<file path="src/rtl/core/mmcd_pkg.sv">
`default_nettype none

package mmcd_pkg;

   localparam int MAX_WIDTH  = 4096;
   localparam int MAX_LEVELS = 12;
   localparam int HEIGHT_CAP = 4096;

   localparam int COL_W  = $clog2(MAX_WIDTH);
   localparam int ROW_W  = $clog2(HEIGHT_CAP);
   localparam int ADDR_W = COL_W;
   localparam int OFF_W  = COL_W + 1;
   localparam int WID_W  = COL_W + 1;
   localparam int HGT_W  = ROW_W + 1;
   localparam int LIDX_W = $clog2(MAX_LEVELS);
   localparam int CFG_W  = 13;
   localparam int LEV_W  = 4;
   localparam int CSR_IDX_W = 2;

   // floor(s / 3) == (s * RECIP_3) >> RECIP_SH for s up to 1020
   localparam int RECIP_3  = 683;
   localparam int RECIP_SH = 11;

   localparam logic [CSR_IDX_W-1:0] CSR_IMAGE_WIDTH  = 2'd0;
   localparam logic [CSR_IDX_W-1:0] CSR_IMAGE_HEIGHT = 2'd1;
   localparam logic [CSR_IDX_W-1:0] CSR_MIP_LEVELS   = 2'd2;

   typedef struct packed {
      logic [7:0] chan_0;
      logic [7:0] chan_1;
      logic [7:0] chan_2;
      logic [7:0] chan_3;
      logic       covered;
   } req_type;

   typedef struct packed {
      logic [3:0]  level;
      logic [10:0] out_x;
      logic [10:0] out_y;
      logic [7:0]  out_chan_0;
      logic [7:0]  out_chan_1;
      logic [7:0]  out_chan_2;
      logic [7:0]  out_chan_3;
      logic        out_covered;
      logic        last;
   } rsp_type;

   typedef struct packed {
      logic [3:0][7:0] ch;
      logic            cov;
   } pix_type;

   typedef struct packed {
      logic [3:0][8:0] sum;
      logic [1:0]      cnt;
   } pair_type;

endpackage

`default_nettype wire

</file>
<file path="src/rtl/core/mmcd_quad_avg.sv">
`default_nettype none

module mmcd_quad_avg
   import mmcd_pkg::*;
(
   input  pair_type top_pair,
   input  pair_type bot_pair,
   output pix_type  quad_pix
);

   logic [2:0]  cnt_w;
   logic [9:0]  sum_w  [4];
   logic [19:0] prod_w [4];
   logic [9:0]  quo_w  [4];

   always_comb begin
      cnt_w = 3'({1'b0, top_pair.cnt}) + 3'({1'b0, bot_pair.cnt});
      for (int k = 0; k < 4; k++) begin
         sum_w[k]  = 10'(top_pair.sum[k]) + 10'(bot_pair.sum[k]);
         prod_w[k] = 20'(sum_w[k]) * 20'(RECIP_3);
         case (cnt_w)
            3'd1: quo_w[k] = sum_w[k];
            3'd2: quo_w[k] = sum_w[k] >> 1;
            3'd3: quo_w[k] = 10'(prod_w[k] >> RECIP_SH);
            3'd4: quo_w[k] = sum_w[k] >> 2;
            default: quo_w[k] = '0;
         endcase
         quad_pix.ch[k] = quo_w[k][7:0];
      end
      quad_pix.cov = (cnt_w != 3'd0);
   end

endmodule

`default_nettype wire

</file>
<file path="config.mk">
export PLATFORM = sky130hd
export DESIGN_NAME = mmcd_quad_avg
export DESIGN_NICKNAME = d
export VERILOG_FILES = /design/src/rtl/core/mmcd_pkg.sv /design/src/rtl/core/mmcd_quad_avg.sv
export SDC_FILE = /design/constraint.sdc
export NUM_CORES = 1
export LEC_CHECK = 0
export BUFFER_PORTS_ARGS = -buffer_cell sky130_fd_sc_hd__buf_2
export CAP_MARGIN = 15
export CORE_ASPECT_RATIO = 1.5
export CORE_MARGIN = 1.5
export CORE_UTILIZATION = 45
export DETAILED_ROUTE_END_ITERATION = 10
export GPL_ROUTABILITY_DRIVEN = 0
export PLACE_DENSITY = 0.7
export RECOVER_POWER = 50
export SYNTH_ARGS = -nofsm -noshare
export SYNTH_HDL_FRONTEND = slang
export SYNTH_SLANG_ARGS = --single-unit
</file>
<file path="constraint.sdc">
create_clock -name vclk -period 6.86
set_clock_uncertainty 0.2 [all_clocks]
set_input_delay 0.343 -clock vclk [all_inputs]
set_output_delay 0.343 -clock vclk [all_outputs]
set_load 0.02 [all_outputs]
</file>
== Word-level counts from Yosys, hierarchy flattened ==
Cells that the tools add are included.
Storage, ports and cells
  output and inout bits: 33
  word-level logic and storage cells: 18
  flip-flop bits (word level): 0
  input bits: 76
Cells by class
  mux-type cells: 4
  equality and inequality tests: 4
  add/sub/neg operators: 5
  reduce and logical (&&, ||, !) cells: 1
  multipliers: 4
Operator list (number)
  $pmux 8 s4: 4
  $mul 10x10->19 const B: 4
  $add 9x9->10: 4
  $eq 3x2->1 const B: 2
  $add 2x2->3: 1
  $eq 3x1->1 const B: 1
  $eq 3x3->1 const B: 1
  $reduce_bool 3->1: 1

== Depth between registers and ports, before layout ==
  depth in word-level cells: 3
  depth in mapped cells: 25

== Least setup slack after synthesis ==
Ideal clock, no wire load.
  kind: input-to-output
  start point: input top_pair[2] (netlist name)
  end point: output quad_pix[7] (netlist name)
  setup slack: -105 ps
  stages: 23
  path buffers: 0
  required time: 6317 ps
  arrival: 6422 ps
  cells stage by stage: ha_1 fa_1 a211oi_2 o21bai_1 a31o_2 a21o_2 xnor2_1 inv_1 ha_1 ha_1 fa_1 fa_1 inv_1 fa_1 inv_1 ha_1 o21a_1 o211ai_1 o221ai_1 a211oi_1 o31ai_1 xnor2_1 o21ai_0
RTL lines
  from (decl): RTL line mmcd_quad_avg.sv:6  | input pair_type top_pair,
  to (decl): RTL line mmcd_quad_avg.sv:8  | output pix_type quad_pix

==> results.json <==
{
  "cp_max_fo": 3,
  "grt_use_total_pct": 22.0,
  "dieArea_sq_um": 20400,
  "fp.coreArea_sq_um": 19200,
  "tightest_slew_ps": 1930,
  "dieWidth_um": 117,
  "yosys_warnings": 0,
  "post_synth_instance_area_sq_um": 8790,
  "synthToLayoutAreaGrowth_pct": 16.5,
  "final-setup-viol-count": 0,
  "drc": 0,
  "crit_type": "in2out",
  "layout-drive-gt1-share_pct": 19.0,
  "worstPathArrival_ps": 6080,
  "grt_pass1_wl_mm": 36.5,
  "overflow": 0,
  "seq_area_frac_synth_pct": 0,
  "min_period_ps": 6620,
  "fill_cells": 1842,
  "timing.final.hold_violations": 0,
  "drtAntennaViolNets": 0,
  "status": "complete, but fails checks",
  "synth_top_area_cell": "ha_1",
  "crit_required_ps": 6320,
  "syn_area_per_cell_sq_um": 8.87,
  "grt_pass1_vias": 8170,
  "ys_types": 66,
  "grt_max_degree": 43,
  "diodes": 0,
  "wl_mm": 22.6,
  "seq_cell_count": 0,
  "drv_slew": 43,
  "start_util_pct": 45.9,
  "vias": 7809,
  "dp_hpwl_mm": 19.7,
  "drv_cap": 1,
  "crit_path_end_kind": "primary output",
  "first_iter_violations": 403,
  "synth_area_leaders": "ha_1, fa_1, xnor2_1, inv_1, o21ai_0",
  "violations": "max-capacitance violations, max-slew violations",
  "layout_setup_ws_ps": 241,
  "n_clock_buffer": 0,
  "register_area_sq_um": 0,
  "final_core_util_pct": 53.5,
  "fin_crit_sh_pct": 96.5,
  "final_net_count": 1563,
  "finalSetupTns_ps": 0,
  "max_freq_mhz": 151,
  "cts_hold_buf": 0,
  "final_cells": 1395,
  "setup.worst_path.start_class": "input port",
  "numPortBuffers": 109,
  "synth_common_cells": "ha_1, inv_1, fa_1",
  "die-height_um": 174,
  "vias_per_cell": 5.60,
  "pre_cts_slack_ps": -52.8,
  "io_pins": 109,
  "synth_cells": 991,
  "drtPass1Iterations": 6,
  "wl_per_cell_um": 16.2,
  "dp_cells": 1390,
  "yosys.area.top_type_share_pct": 37.6,
  "rows": 62,
  "slew_headroom_pct": -28.7,
  "hp-class": "in2out",
  "synth_fp_nets": 1413,
  "antenna_found_initial": 0,
  "synth.most_common_cell": "ha_1"
}
## routing by layer
layer	up-vias	global-route usage (%)	routed length (um)
met3	82	1.32	957
met1	3665	24.6	8600
li1	3798	-	-
met2	264	42.6	12000
met5	-	0	0
met4	0	7.68	997
## worst paths after layout
| kind | start | to | cells past startpoint |
|---|---|---|---|
| setup / recovery | top_pair[11] | quad_pix[14] | 27 |
| hold / removal | top_pair[0] | quad_pix[0] | 4 |
## critical path, stage by stage
cell and delay, ps:
buf_2 110, ha_4 160, fa_2 360, a211oi_2 280
o21bai_1 90, a21oi_1 150, xor2_1 200, inv_1 110
ha_4 180, ha_4 250, inv_1 40, fa_1 470
inv_1 50, fa_1 490, inv_1 50, fa_1 510
inv_2 50, ha_4 240, a2111oi_4 340, o211ai_1 200
a41oi_2 320, o211ai_1 180, a211o_1 270, a21oi_2 160
xor2_1 150, o221ai_1 130, buf_2 180
## cell type report
cell class         count  area [sq um]  share of cell area (%)
well taps            256           320                    3.13
multi-input cells    826          8400                    82.1
inverters            147           552                    5.39
repair buffers       166           966                    9.43
## cells by family after synthesis
logic type / count (synthesis) / share of synthesized area (%)
AND/OR/NAND/NOR: 167 / 8.92
XOR/XNOR: 90 / 9.59
adder cells (fa/ha/maj): 346 / 56.2
multiplexers: 5 / 0.640
AO/OA/AOI/OAI: 218 / 17.6
buffers and inverters: 165 / 7.06
## cells in the final DEF (no fill, tap or decap), types with 4 or more instances in the layout
| master | netlist | final |
|---|---|---|
| a211oi_1 | 10 | 8 |
| a211oi_2 | 2 | 4 |
| a21o_1 | 22 | 22 |
| a21oi_1 | 32 | 27 |
| a21oi_2 | 3 | 8 |
| a22o_1 | 7 | 7 |
| a22oi_1 | 18 | 18 |
| and3_1 | 5 | 5 |
| buf_2 | 1 | 96 |
| buf_4 | 0 | 59 |
| clkbuf_1 | 16 | 10 |
| fa_1 | 82 | 79 |
| ha_1 | 264 | 258 |
| ha_4 | 0 | 6 |
| inv_1 | 144 | 143 |
| inv_2 | 3 | 4 |
| nand2_1 | 44 | 44 |
| nand2b_1 | 9 | 9 |
| nand3_1 | 14 | 14 |
| nand4_1 | 6 | 6 |
| nor2_1 | 50 | 49 |
| nor2b_1 | 7 | 7 |
| nor3_1 | 14 | 14 |
| o211ai_1 | 7 | 7 |
| o21ai_0 | 43 | 36 |
| o21ai_1 | 5 | 11 |
| o21bai_1 | 7 | 7 |
| o221ai_1 | 13 | 11 |
| o22ai_1 | 13 | 13 |
| or3_1 | 5 | 5 |
| xnor2_1 | 63 | 60 |
| xnor2_2 | 1 | 4 |
| xor2_1 | 22 | 21 |
## timing repair
| action | in CTS | in global routing |
|---|---|---|
| pin swaps | 3 | 28 |
| setup endpoints to repair | 5 | 25 |
| resized for setup | 2 | 40 |
| setup buffers | 1 | 4 |
## stage by stage
step	hold slack [ps]	cell area, sq um
floorplan	997	8800
global placement	1210	9990
detailed placement	1210	9990
CTS	1220	10000
global route	1270	10200
finish	1230	10200
Power is left out: the tool's default activity adds up to more than one toggle a clock period on the data nets, which glitch-free logic cannot reach.
